`src/design/adq_pkg.sv`:
```
package adq_pkg;

   // Field and register widths
   localparam int SAMPLE_W  = 16;
   localparam int CODE_W    = 16;
   localparam int PHI_W     = 15;
   localparam int LEAK_W    = 16;
   localparam int WL_W      = 5;
   localparam int CMAX_W    = 15;
   localparam int STEP_W    = 15;
   localparam int MAG_W     = 16;
   localparam int SUM_W     = 32;
   localparam int SCALED_W  = SUM_W - 15;
   localparam int CSR_IDX_W = 4;
   localparam int CSR_DAT_W = 16;

   // Shared divider geometry
   localparam int DIV_NUM_W = 17;
   localparam int DIV_DEN_W = 16;
   localparam int DIV_CNT_W = $clog2(DIV_NUM_W);

   localparam logic [STEP_W-1:0] STEP_TOP  = 15'd32766;
   localparam logic [STEP_W-1:0] STEP_ONE  = 15'd1;
   localparam logic [PHI_W-1:0]  PHI_RESET = 15'd16384;
   localparam logic [WL_W-1:0]   WL_RESET  = 5'd10;
   localparam logic [CMAX_W-1:0] CMAX_RESET = 15'd7;

   typedef enum logic [CSR_IDX_W-1:0] {
      CSR_PHI_GAIN      = 4'd0,
      CSR_LEAK_COEFF    = 4'd1,
      CSR_WINDOW_LENGTH = 4'd2,
      CSR_CODE_MAX      = 4'd3
   } adq_csr_type;

   typedef struct packed {
      logic [PHI_W-1:0]         phi_gain;
      logic signed [LEAK_W-1:0] leak_coeff;
      logic [WL_W-1:0]          window_length;
      logic [CMAX_W-1:0]        code_max;
   } adq_cfg_type;

   typedef enum logic [3:0] {
      ST_IDLE,
      ST_DIFF,
      ST_QSTART,
      ST_QDIV,
      ST_MULT,
      ST_RECON,
      ST_SUM,
      ST_PHI,
      ST_SSTART,
      ST_SDIV,
      ST_OUT
   } adq_state_type;

   typedef struct packed {
      logic capture;
      logic diff;
      logic div_start;
      logic div_sel_step;
      logic quant;
      logic mult;
      logic recon;
      logic sum;
      logic phi;
      logic step;
      logic out_load;
   } adq_cmd_type;

   typedef struct packed {
      logic div_done;
      logic rsp_busy;
   } adq_status_type;

endpackage

```
`src/design/adq_divider.sv`:
```
module adq_divider
   import adq_pkg::*;
(
   input  logic                 clock,
   input  logic                 reset,
   input  logic                 start,
   input  logic [DIV_NUM_W-1:0] dividend,
   input  logic [DIV_DEN_W-1:0] divisor,
   output logic                 done,
   output logic [DIV_NUM_W-1:0] quotient
);

   logic [DIV_DEN_W-1:0] rem_ff, rem_in;
   logic [DIV_NUM_W-1:0] quo_ff, quo_in;
   logic [DIV_DEN_W-1:0] den_ff;
   logic [DIV_CNT_W-1:0] cnt_ff, cnt_in;
   logic                 busy_ff, busy_in;
   logic                 done_ff, done_in;
   logic [DIV_DEN_W:0]   trial;
   logic                 fits;

   // One quotient bit per cycle, restoring
   always_comb begin
      trial   = {rem_ff, quo_ff[DIV_NUM_W-1]};
      fits    = trial >= {1'b0, den_ff};
      rem_in  = rem_ff;
      quo_in  = quo_ff;
      cnt_in  = cnt_ff;
      busy_in = busy_ff;
      done_in = 1'b0;
      if (start) begin
         rem_in  = '0;
         quo_in  = dividend;
         cnt_in  = DIV_CNT_W'(DIV_NUM_W - 1);
         busy_in = 1'b1;
      end else if (busy_ff) begin
         rem_in = fits ? DIV_DEN_W'(trial - {1'b0, den_ff}) : trial[DIV_DEN_W-1:0];
         quo_in = {quo_ff[DIV_NUM_W-2:0], fits};
         cnt_in = cnt_ff - 1'b1;
         if (cnt_ff == '0) begin
            busy_in = 1'b0;
            done_in = 1'b1;
         end
      end
   end

   always_ff @(posedge clock) begin
      if (reset) begin
         busy_ff <= 1'b0;
         done_ff <= 1'b0;
      end else begin
         busy_ff <= busy_in;
         done_ff <= done_in;
      end
   end

   always_ff @(posedge clock) begin
      rem_ff <= rem_in;
      quo_ff <= quo_in;
      cnt_ff <= cnt_in;
      if (start) begin
         den_ff <= divisor;
      end
   end

   assign done     = done_ff;
   assign quotient = quo_ff;

endmodule

```
`src/design/adq_datapath.sv`:
```
module adq_datapath
   import adq_pkg::*;
#(
   parameter int MAX_WINDOW = 16
) (
   input  logic                       clock,
   input  logic                       reset,
   input  adq_cfg_type                cfg,
   input  adq_cmd_type                cmd,
   output adq_status_type             status,
   input  logic signed [SAMPLE_W-1:0] sample_in,
   output logic                       rsp_valid,
   input  logic                       rsp_stall,
   output logic signed [CODE_W-1:0]   rsp_code_out
);

   localparam int IDX_W = (MAX_WINDOW > 1) ? $clog2(MAX_WINDOW) : 1;
   localparam int LIM_W = ($clog2(MAX_WINDOW + 1) > WL_W) ? $clog2(MAX_WINDOW + 1) : WL_W;

   // Architectural state
   logic signed [SAMPLE_W-1:0] pred_ff;
   logic signed [SAMPLE_W-1:0] last_recon_ff;
   logic [STEP_W-1:0]          step_ff;
   logic [SUM_W-1:0]           sum_ff;
   logic [IDX_W-1:0]           idx_ff;
   logic [MAX_WINDOW-1:0]      valid_ff;
   logic [MAG_W-1:0]           store_mem [MAX_WINDOW];

   // Per-item working registers
   logic signed [SAMPLE_W-1:0] sample_ff;
   logic                       neg_ff;
   logic [MAG_W-1:0]           dmag_ff;
   logic signed [31:0]         leak_prod_ff;
   logic signed [CODE_W-1:0]   code_ff;
   logic signed [SAMPLE_W-1:0] dq_ff;
   logic signed [SAMPLE_W-1:0] leak_ff;
   logic signed [SAMPLE_W-1:0] recon_ff;
   logic [MAG_W-1:0]           mag_ff;
   logic [MAG_W-1:0]           rd_data_ff;
   logic                       rd_valid_ff;
   logic [SCALED_W-1:0]        scaled_ff;
   logic                       rsp_valid_ff;
   logic signed [CODE_W-1:0]   rsp_code_ff;

   logic signed [SAMPLE_W-1:0] diff;
   logic signed [31:0]         leak_prod;
   logic signed [31:0]         leak_adj;
   logic signed [31:0]         leak_q;
   logic signed [SAMPLE_W-1:0] step_s;
   logic signed [31:0]         dq_prod;
   logic [SUM_W+PHI_W-1:0]     phi_prod;
   logic [DIV_NUM_W-1:0]       div_num;
   logic [DIV_DEN_W-1:0]       div_den;
   logic                       div_done;
   logic [DIV_NUM_W-1:0]       div_quo;
   logic [DIV_NUM_W-1:0]       code_lim;
   logic [DIV_NUM_W-1:0]       code_mag;
   logic signed [CODE_W-1:0]   code_val;
   logic [STEP_W-1:0]          step_val;
   logic [MAG_W-1:0]           old_val;
   logic [LIM_W-1:0]           limit;
   logic [LIM_W-1:0]           idx_next;

   assign diff      = sample_ff - pred_ff;
   assign leak_prod = cfg.leak_coeff * last_recon_ff;
   assign leak_adj  = leak_prod_ff + (leak_prod_ff[31] ? 32'sd32767 : 32'sd0);
   assign leak_q    = leak_adj >>> 15;
   assign step_s    = {1'b0, step_ff};
   assign dq_prod   = code_ff * step_s;
   assign phi_prod  = sum_ff * cfg.phi_gain;
   assign old_val   = rd_valid_ff ? rd_data_ff : '0;

   assign div_num = cmd.div_sel_step ? DIV_NUM_W'(scaled_ff) : {1'b0, dmag_ff};
   assign div_den = cmd.div_sel_step ? DIV_DEN_W'(cfg.window_length) : {1'b0, step_ff};

   adq_divider u_div (
      .clock    (clock),
      .reset    (reset),
      .start    (cmd.div_start),
      .dividend (div_num),
      .divisor  (div_den),
      .done     (div_done),
      .quotient (div_quo)
   );

   // Saturate quotient into the code range
   always_comb begin
      code_lim = neg_ff ? DIV_NUM_W'(cfg.code_max) + 1'b1 : DIV_NUM_W'(cfg.code_max);
      code_mag = (div_quo > code_lim) ? code_lim : div_quo;
      code_val = neg_ff ? CODE_W'(0 - code_mag) : code_mag[CODE_W-1:0];
   end

   always_comb begin
      if (cfg.window_length == '0) begin
         step_val = STEP_TOP;
      end else if (div_quo == '0) begin
         step_val = STEP_ONE;
      end else if (div_quo > DIV_NUM_W'(STEP_TOP)) begin
         step_val = STEP_TOP;
      end else begin
         step_val = div_quo[STEP_W-1:0];
      end
   end

   always_comb begin
      limit    = (LIM_W'(cfg.window_length) < LIM_W'(MAX_WINDOW)) ?
                 LIM_W'(cfg.window_length) : LIM_W'(MAX_WINDOW);
      idx_next = LIM_W'(idx_ff) + 1'b1;
   end

   always_ff @(posedge clock) begin
      if (reset) begin
         pred_ff       <= '0;
         last_recon_ff <= '0;
         step_ff       <= STEP_ONE;
         sum_ff        <= '0;
         idx_ff        <= '0;
         valid_ff      <= '0;
         rsp_valid_ff  <= 1'b0;
      end else begin
         if (cmd.sum) begin
            pred_ff          <= recon_ff - leak_ff;
            last_recon_ff    <= recon_ff;
            sum_ff           <= sum_ff - SUM_W'(old_val) + SUM_W'(mag_ff);
            valid_ff[idx_ff] <= 1'b1;
         end
         if (cmd.phi) begin
            idx_ff <= (idx_next >= limit) ? '0 : IDX_W'(idx_next);
         end
         if (cmd.step) begin
            step_ff <= step_val;
         end
         if (cmd.out_load) begin
            rsp_valid_ff <= 1'b1;
         end else if (!rsp_stall) begin
            rsp_valid_ff <= 1'b0;
         end
      end
   end

   always_ff @(posedge clock) begin
      if (cmd.sum) begin
         store_mem[idx_ff] <= mag_ff;
      end
      rd_data_ff  <= store_mem[idx_ff];
      rd_valid_ff <= valid_ff[idx_ff];
   end

   always_ff @(posedge clock) begin
      if (cmd.capture) begin
         sample_ff <= sample_in;
      end
      if (cmd.diff) begin
         neg_ff       <= !(diff > 0);
         dmag_ff      <= (diff > 0) ? MAG_W'(diff) : MAG_W'(0 - diff);
         leak_prod_ff <= leak_prod;
      end
      if (cmd.quant) begin
         code_ff <= code_val;
      end
      if (cmd.mult) begin
         dq_ff   <= dq_prod[SAMPLE_W-1:0];
         leak_ff <= leak_q[SAMPLE_W-1:0];
      end
      if (cmd.recon) begin
         recon_ff <= dq_ff + pred_ff;
         mag_ff   <= dq_ff[SAMPLE_W-1] ? MAG_W'(0 - dq_ff) : MAG_W'(dq_ff);
      end
      if (cmd.phi) begin
         scaled_ff <= phi_prod[SUM_W-1:15];
      end
      if (cmd.out_load) begin
         rsp_code_ff <= code_ff;
      end
   end

   assign status.div_done = div_done;
   assign status.rsp_busy = rsp_valid_ff && rsp_stall;
   assign rsp_valid       = rsp_valid_ff;
   assign rsp_code_out    = rsp_code_ff;

endmodule

```
`src/design/adq_controller.sv`:
```
module adq_controller
   import adq_pkg::*;
(
   input  logic           clock,
   input  logic           reset,
   input  logic           req_valid,
   output logic           req_stall,
   input  adq_status_type status,
   output adq_cmd_type    cmd
);

   adq_state_type state_ff, state_in;

   always_ff @(posedge clock) begin
      if (reset) begin
         state_ff <= ST_IDLE;
      end else begin
         state_ff <= state_in;
      end
   end

   always_comb begin
      state_in  = state_ff;
      cmd       = '0;
      req_stall = 1'b1;
      case (state_ff)
         ST_IDLE: begin
            req_stall = 1'b0;
            if (req_valid) begin
               cmd.capture = 1'b1;
               state_in    = ST_DIFF;
            end
         end
         ST_DIFF: begin
            cmd.diff = 1'b1;
            state_in = ST_QSTART;
         end
         ST_QSTART: begin
            cmd.div_start = 1'b1;
            state_in      = ST_QDIV;
         end
         ST_QDIV: begin
            if (status.div_done) begin
               cmd.quant = 1'b1;
               state_in  = ST_MULT;
            end
         end
         ST_MULT: begin
            cmd.mult = 1'b1;
            state_in = ST_RECON;
         end
         ST_RECON: begin
            cmd.recon = 1'b1;
            state_in  = ST_SUM;
         end
         ST_SUM: begin
            cmd.sum  = 1'b1;
            state_in = ST_PHI;
         end
         ST_PHI: begin
            cmd.phi  = 1'b1;
            state_in = ST_SSTART;
         end
         ST_SSTART: begin
            cmd.div_start    = 1'b1;
            cmd.div_sel_step = 1'b1;
            state_in         = ST_SDIV;
         end
         ST_SDIV: begin
            cmd.div_sel_step = 1'b1;
            if (status.div_done) begin
               cmd.step = 1'b1;
               state_in = ST_OUT;
            end
         end
         ST_OUT: begin
            if (!status.rsp_busy) begin
               cmd.out_load = 1'b1;
               state_in     = ST_IDLE;
            end
         end
         default: begin
            state_in = ST_IDLE;
         end
      endcase
   end

endmodule

```
`src/design/adaptive_differential_quantizer_top.sv`:
```
// Channel   Direction  Ports                              Moves
// req       in         req_valid, req_stall, req_sample_in  one sample per transaction
// rsp       out        rsp_valid, rsp_stall, rsp_code_out   one code per transaction
// csr       in         csr_valid, csr_ready, csr_index,     one register write
//                      csr_wdata
//
// With no stall a code is valid after two passes of the shared restoring divider
// (17 steps each, then a done strobe) and the control states around them.
// The block can take the next sample in the cycle after the code is loaded, even while
// it waits under rsp_stall; a stalled older code holds the load, and with it the next sample.
// Reset clears the prediction, running sum, ring valid bits and index, sets the step size
// to one and loads register defaults. csr is always ready; write it only when idle.
module adaptive_differential_quantizer_top
   import adq_pkg::*;
#(
   parameter int MAX_WINDOW = 16
) (
   input  logic                        clock,
   input  logic                        reset,
   input  logic                        req_valid,
   output logic                        req_stall,
   input  logic signed [SAMPLE_W-1:0]  req_sample_in,
   output logic                        rsp_valid,
   input  logic                        rsp_stall,
   output logic signed [CODE_W-1:0]    rsp_code_out,
   input  logic                        csr_valid,
   output logic                        csr_ready,
   input  logic [CSR_IDX_W-1:0]        csr_index,
   input  logic [CSR_DAT_W-1:0]        csr_wdata
);

   adq_cfg_type    cfg_ff;
   adq_cmd_type    cmd;
   adq_status_type status;

   assign csr_ready = 1'b1;

   // Register file: decode the index, drop writes past the last register
   always_ff @(posedge clock) begin
      if (reset) begin
         cfg_ff.phi_gain      <= PHI_RESET;
         cfg_ff.leak_coeff    <= '0;
         cfg_ff.window_length <= WL_RESET;
         cfg_ff.code_max      <= CMAX_RESET;
      end else if (csr_valid && csr_ready) begin
         case (csr_index)
            CSR_PHI_GAIN:      cfg_ff.phi_gain      <= csr_wdata[PHI_W-1:0];
            CSR_LEAK_COEFF:    cfg_ff.leak_coeff    <= $signed(csr_wdata[LEAK_W-1:0]);
            CSR_WINDOW_LENGTH: cfg_ff.window_length <= csr_wdata[WL_W-1:0];
            CSR_CODE_MAX:      cfg_ff.code_max      <= csr_wdata[CMAX_W-1:0];
            default: begin
            end
         endcase
      end
   end

   // Sequencer: walks each item through diff, divide, reconstruct, adapt
   adq_controller u_ctrl (
      .clock     (clock),
      .reset     (reset),
      .req_valid (req_valid),
      .req_stall (req_stall),
      .status    (status),
      .cmd       (cmd)
   );

   // Arithmetic, ring store and output register
   adq_datapath #(
      .MAX_WINDOW (MAX_WINDOW)
   ) u_dp (
      .clock        (clock),
      .reset        (reset),
      .cfg          (cfg_ff),
      .cmd          (cmd),
      .status       (status),
      .sample_in    (req_sample_in),
      .rsp_valid    (rsp_valid),
      .rsp_stall    (rsp_stall),
      .rsp_code_out (rsp_code_out)
   );

endmodule

```
`config.mk`:
```
export PLATFORM = sky130hd
export DESIGN_NAME = adaptive_differential_quantizer_top
export DESIGN_NICKNAME = d
export VERILOG_FILES = /design/src/design/adq_pkg.sv /design/src/design/adq_divider.sv /design/src/design/adq_datapath.sv /design/src/design/adq_controller.sv /design/src/design/adaptive_differential_quantizer_top.sv
export SDC_FILE = /design/constraint.sdc
export NUM_CORES = 2
export LEC_CHECK = 0
export BUFFER_PORTS_ARGS = -buffer_cell sky130_fd_sc_hd__buf_2
export CAP_MARGIN = 15
export CORE_MARGIN = 5
export CORE_UTILIZATION = 55
export DETAILED_ROUTE_END_ITERATION = 8
export HOLD_SLACK_MARGIN = 0.12
export PLACE_DENSITY = 0.72
export SYNTH_ARGS = -nofsm -noshare
export SYNTH_HDL_FRONTEND = slang
export SYNTH_HIERARCHICAL = 1
export SYNTH_SLANG_ARGS = --single-unit
```
`constraint.sdc`:
```
create_clock -name clock -period 9.2 [get_ports clock]
set_input_delay 1.84 -clock clock [delete_from_list [all_inputs] [get_ports clock]]
set_output_delay 1.84 -clock clock [all_outputs]
set_load 0.03 [all_outputs]
```
==> Word level (Yosys, flattened, before mapping) <==
Memories as Yosys holds them, arrays and structs flattened. A register that Yosys moved wholly into a read port is not among the register bits.
Cells that the tools add are included.
{ "word_totals": {"input_bits": 41, "reg_bits": 390, "ram_bits": 256, "wordCells": 143, "memories": 1, "out_inout_bits": 19} }
{ "classes": {"muxes": 49, "n_addsub": 13, "order_cmp": 8, "n_bitwise": 2, "n_reduce_logical": 17, "eq_ne": 18, "n_mul": 3} }
{ "memory_table": {"columns": ["memory", "depth", "word_bits", "read_ports", "rd_ports_with_merged_regs", "write_ports", "line", "text"], "rows": [
  ["u_dp.store_mem", 16, 16, 1, 1, 1, "adq_datapath.sv:27", "logic [MAG_W-1:0] store_mem [MAX_WINDOW];"]
]} }
{ "ops": {"columns": ["operator", "n"], "rows": [
  ["$mux 16", 6],
  ["$mux 15", 5],
  ["$mux 17", 3],
  ["$sub 1x16->16 const A", 3],
  ["$sub 16x16->16", 3],
  ["$pmux 4 s11", 1],
  ["$add 32x16->32", 1],
  ["$mul 16x16->32", 1],
  ["$mul 32x15->32", 1],
  ["$sub 32x16->32", 1],
  ["$add 31x31->31", 1],
  ["$mux 1", 25],
  ["$mux 4", 5],
  ["$ge 17x16->1", 1],
  ["$gt 17x15->1 const B", 1],
  ["$gt 17x17->1", 1],
  ["$logic_not 17->1", 1],
  ["$add 15x1->16 const B", 1],
  ["$add 16x16->16", 1],
  ["$eq 4x2->1 const B", 4],
  ["$eq 4x3->1 const B", 4],
  ["$gt 16x1->1 const B", 1],
  ["$mul 16x16->16", 1],
  ["$or 16x16->16", 1],
  ["23 further kinds", 37]
]} }

==> Longest topological paths before layout <==
{ "logic_depth": {"ltp_word": 6, "mapped_depth": 24, "depth_no_buf": 23} }

==> Modules after synthesis <==
Netlist, hierarchy kept.
{ "by_module_without_submodules": {"columns": ["mod", "seq_area_each_um2", "area_each_um2", "cells_each", "instances"], "rows": [
  ["adq_datapath", 15374.7, 50574.8, 4753, 1],
  ["adq_divider", 1451.4, 3258.1, 310, 1],
  ["adaptive_differential_quantizer_top", 1021.0, 2112.0, 195, 1],
  ["adq_controller", 80.1, 366.6, 50, 1]
]} }

==> Worst setup path before layout <==
OpenSTA, ideal clock, no wires.
{ "synth_path": {"path_type": "register -> register", "start": "register cfg_ff[36] in the netlist's numbering", "end": "register u_dp.scaled_ff[16] (data pin)", "n_path_buf": 1, "arrival_ns": 6.033, "stages_incl_launch_ff": 25, "setup_ns": 0.259, "setup_slack_ns": 2.907, "required_ns": 8.941, "period_less_slack_ns": 6.293, "path_cell_list": "dfxtp_1 > clkbuf_1 > and2_1 > fa_1 > inv_1 > fa_1 > inv_1 > fa_1 > inv_1 > fa_1 > inv_1 > fa_1 > inv_1 > fa_1 > inv_1 > ha_1 > or3_1 > a221oi_1 > o211ai_1 > a21oi_1 > a21oi_1 > a31o_2 > a211o_1 > a21oi_1 > xnor2_1"} }
{ "synth_via": {"elab_chain_len": 1} }
{ "synth_rtl": {"columns": ["element", "line", "text"], "rows": [
  ["start, declared", "adaptive_differential_quantizer_top.sv:32", "adq_cfg_type cfg_ff;"],
  ["$mul 32x15->32", "adq_datapath.sv:70", "assign phi_prod = sum_ff * cfg.phi_gain;"],
  ["via u_dp.phi_prod[31]", "adq_datapath.sv:51", "logic [SUM_W+PHI_W-1:0] phi_prod;"],
  ["end signal, assigned", "adq_datapath.sv:170", "scaled_ff <= phi_prod[SUM_W-1:15];"],
  ["end, declared", "adq_datapath.sv:41", "logic [SCALED_W-1:0] scaled_ff;"]
]} }
The timed path passes the listed nets, and every way through them passes these cells.
A chain may end at the register's enable or synchronous reset.

==> Worst setup path after layout <==
{ "layout_path": {"start": "register cfg_ff[39] in the netlist's numbering", "end": "register u_dp.scaled_ff[16] (data pin)"} }
The elaborated chain is that of the path after synthesis.

==> results.tsv <==
stage	metric	value	unit
sta	Setup TNS	0	ns
sta	fin. max-slew vios	0	
clocking	CTS tree	yes	
clocking	CTS root buf	clkbuf_16	
die	Initial Util	55.35	%
pwr	P_sw	2704	uW
clocking	Longest Clk Path Bufs	3	
finish	Final Instance Area	0.06024	mm^2
sta	worst-margin pin slew	1.213	ns
clocking	hold buffers post-CTS	0	
pwr	Leakage	0.02579	uW
place	placed inst area	0.05773	mm^2
detailed_routing	via/cell ratio	5.668	
die	Ports	60	
grt	first-pass GRT wire length	219200	um
grt	largest net degree at the start of global routing	76	
grt	total gr overflow	0	
place	routability cong.	0.9145	
logic_synthesis	Synth Instances	5308	
logic_synthesis	Yosys top cell by area	edfxtp_1	
detailed_routing	DRC Markers	0	
pwr	clock group share of total power	34.3	%
sta	FMAX	0.1350	GHz
worst_setup_path	CP cell instances	and2_1 > fa_1 > inv_1 > fa_1 > inv_1 > fa_1 > inv_1 > fa_1 > inv_1 > fa_1 > inv_1 > fa_1 > inv_1 > ha_1 > or3_1 > a221oi_1 > o211ai_1 > a21oi_1 > a21oi_1 > a31o_2 > a211o_1 > a21oi_1 > xnor2_1	
worst_setup_path	Crit path largest cell delay	0.73	ns
die	chip height	330.0	um
place	PortBufs	58	
sta	Final Hold Violating Endpoints	0	
grt	initial antenna violation count	1	
worst_setup_path	CP arrival	7.80	ns
sta	Worst slew margin	19.10	%
finish	Fillers	8308	
pwr	Max VDD drop	0.0001411	V
worst_setup_path	WS Path Type	reg2reg	
pwr	internal power	6013	uW
grt	number of global-route vias before repair	39520	
logic_synthesis	synthesized flop and latch total	662	
grt	all-layer global routing usage	25.74	%
logic_synthesis	EDFF count, synth	467	
pwr	part of the power in combinational logic	22.2	%
logic_synthesis	Synth Cell Area	0.05631	mm^2
worst_setup_path	CP max FO	30	
die	die area	0.1089	mm^2
sta	# setup viols final	0	
status	status	complete, no violations	
detailed_routing	Routed Wire Length	136900	um
place	DP Worst Slack	1.771	ns
logic_synthesis	list of most frequent post-synthesis cells	inv_1, fa_1, nand2_1	
die	Std-Cell Rows	117	
finish	# nets final	6274	
worst_setup_path	reg2reg start	cfg_ff[39]$_SDFFE_PP0P_	
worst_setup_path	crit path from	cfg_ff[39]$_SDFFE_PP0P_	
detailed_routing	vias	37910	
logic_synthesis	top-count cell post-synth	inv_1	
logic_synthesis	Post-Syn Area per Cell	10.61	um^2
clocking	CTS Buf Count	71	
clocking	CTS sink cnt	662	
clocking	postcts setup bufs	0	
die	core region area	0.1017	mm^2
worst_setup_path	CP required	9.59	ns
clocking	Gates resized, CTS repair	0	
logic_synthesis	syn_nets	6323	
detailed_routing	Post-DRT Antenna Nets	0	
worst_hold_path	cell count of the worst hold path	2	
worst_hold_path	Hold Startpoint	u_dp/valid_ff[10]$_SDFFE_PP0P_	
detailed_routing	detail-routed net length per standard cell	20.48	um
logic_synthesis	Top FF cell, synth	edfxtp_1	
logic_synthesis	post-synth top area share	24.90	%
finish	Syn-to-layout area delta	6.975	%
worst_setup_path	r2r worst-path depth	23	
worst_setup_path	r2r endpoint	u_dp/scaled_ff[16]$_DFFE_PP_	
run	Max Cap Viol	0	
logic_synthesis	Ys Warns	6	
logic_synthesis	Yosys cell types	107	
worst_setup_path	family with the most delay on the worst path	adder cells	
logic_synthesis	register area share after synthesis	31.84	%
pwr	pwr/cell area	144.7	mW/mm^2
worst_hold_path	worst hold path class	reg2reg	
sta	RSZ-0062 raised after global routing	false	
place	Post-DP HPWL	100700	um
clocking	H-Tree Depth	3	
worst_setup_path	Buf+Inv Stages, Crit Path	6	
clocking	Reg clk slew, reported paths	0.06	ns
die	Die Span X	330.0	um
sta	period utilization	80.52	%
finish	share of layout cells above drive strength 1	7.352	%
worst_hold_path	hold endpoint	u_dp/valid_ff[10]$_SDFFE_PP0P_	
pwr	Switching Fraction	31.02	%
worst_setup_path	Worst R2R Setup Slack	1.79	ns
worst_setup_path	Critical Path End Type	register	
worst_setup_path	slowest CP cell	a21oi_1	
sta	setup ws final	1.792	ns
sta	Fin Clk Skew	0.03631	ns
pwr	sequential power share	43.5	%
logic_synthesis	ys async rst share	0	%
worst_setup_path	Startpoint Class	register	
clocking	Clk Latency, worst-skew pair	0.66	ns
logic_synthesis	Synth area leaders	edfxtp_1, fa_1, ha_1	
sta	Period minus WS final	7.408	ns
detailed_routing	drt first pass iters	6	
detailed_routing	number of DRC markers in iteration 0	3250	
==> cells by family after synthesis <==
group	Yosys count	synth area share [%]
muxes	235	6.179
adders and majority gates	974	30.31
DFF	662	31.84
xor gates and xnor gates	254	3.951
AOI/OAI and AO/OA	502	6.146
other	2	0.01334
and+or+nand+nor	1571	14.00
buffers and inverters	1108	7.566
==> layout make-up <==
class | instances | area [um^2] | area share [%]
tap | 1368 | 1712 | 2.841
sequential | 662 | 17930 | 29.77
multi-input combinational | 3538 | 34180 | 56.74
clock buffer | 92 | 1936 | 3.213
clock inverter | 40 | 543.0 | 0.9014
antenna | 1 | 2.502 | 0.004154
timing repair buffer | 94 | 586.8 | 0.9741
inverter | 892 | 3348 | 5.558
==> state kept, by name, indices dropped and copies added, names as in the netlist, 17 cells and up <==
signal / cells
cfg_ff: 51
u_dp/leak_prod_ff: 32
u_dp/scaled_ff: 17
u_dp/store_mem: 256
u_dp/sum_ff: 32
u_dp/u_div/quotient: 17
==> power groups by stage <==
stage / logic [uW] / registers [uW] / clock network [uW]
6_report: 1930 / 3790 / 2990
5_1_grt: 2110 / 3810 / 3180
3_3_place_gp: 1860 / 3830 / 0
3_5_place_dp: 1890 / 3840 / 0
4_1_cts: 1900 / 3780 / 3040
2_1_floorplan: 1530 / 3700 / 0
==> stage by stage <==
stage | power [uW] | util, % | hold slack, ns | cells
after floorplan | 5225 | - | 0.4244 | 5308
after global placement | 5690 | 56.74 | 0.4439 | 6553
after detailed placement | 5724 | 56.74 | 0.4574 | 6553
after CTS | 8712 | 59.18 | 0.4714 | 6685
after global routing | 9095 | 59.21 | 0.4843 | 6686
final | 8717 | 59.21 | 0.4764 | 6687
==> metal layers <==
metal  share of wire [%]  vias up  GRT usage, %
met5                   0        -             0
li1                    -    17180             -
met3                 6.9      212         4.045
met2                  48     1294         42.83
met4                 2.3        0         6.264
met1                  43    19220         35.93
==> worst max-delay path by stage <==
stage               cells after the start                           end
CTS                                    23  u_dp/scaled_ff[16]$_DFFE_PP_
floorplan                              24  u_dp/scaled_ff[16]$_DFFE_PP_
global placement                       23  u_dp/scaled_ff[16]$_DFFE_PP_
finish                                 23  u_dp/scaled_ff[16]$_DFFE_PP_
detailed placement                     24  u_dp/scaled_ff[16]$_DFFE_PP_
global route                           23  u_dp/scaled_ff[16]$_DFFE_PP_
==> placed cells by master (no fill, tap or decap), drive strengths merged, types with 92 or more instances in the layout <==
cell type / synthesis / final
fa: 650 / 650
and2: 406 / 406
ha: 324 / 324
a21oi: 121 / 121
dfxtp: 195 / 195
mux2i: 108 / 108
xnor2: 188 / 188
nand2: 511 / 511
edfxtp: 467 / 467
inv: 892 / 895
buf: 42 / 94
nand2b: 96 / 96
nor2: 274 / 274
clkbuf: 174 / 92
==> tightest hold or removal path, delay by kind of cell (launching register included) <==
family / cells / cell delay, ns
flops: 1 / 0.33
simple gates: 2 / 0.12
Power figures use the tool's default switching activity.
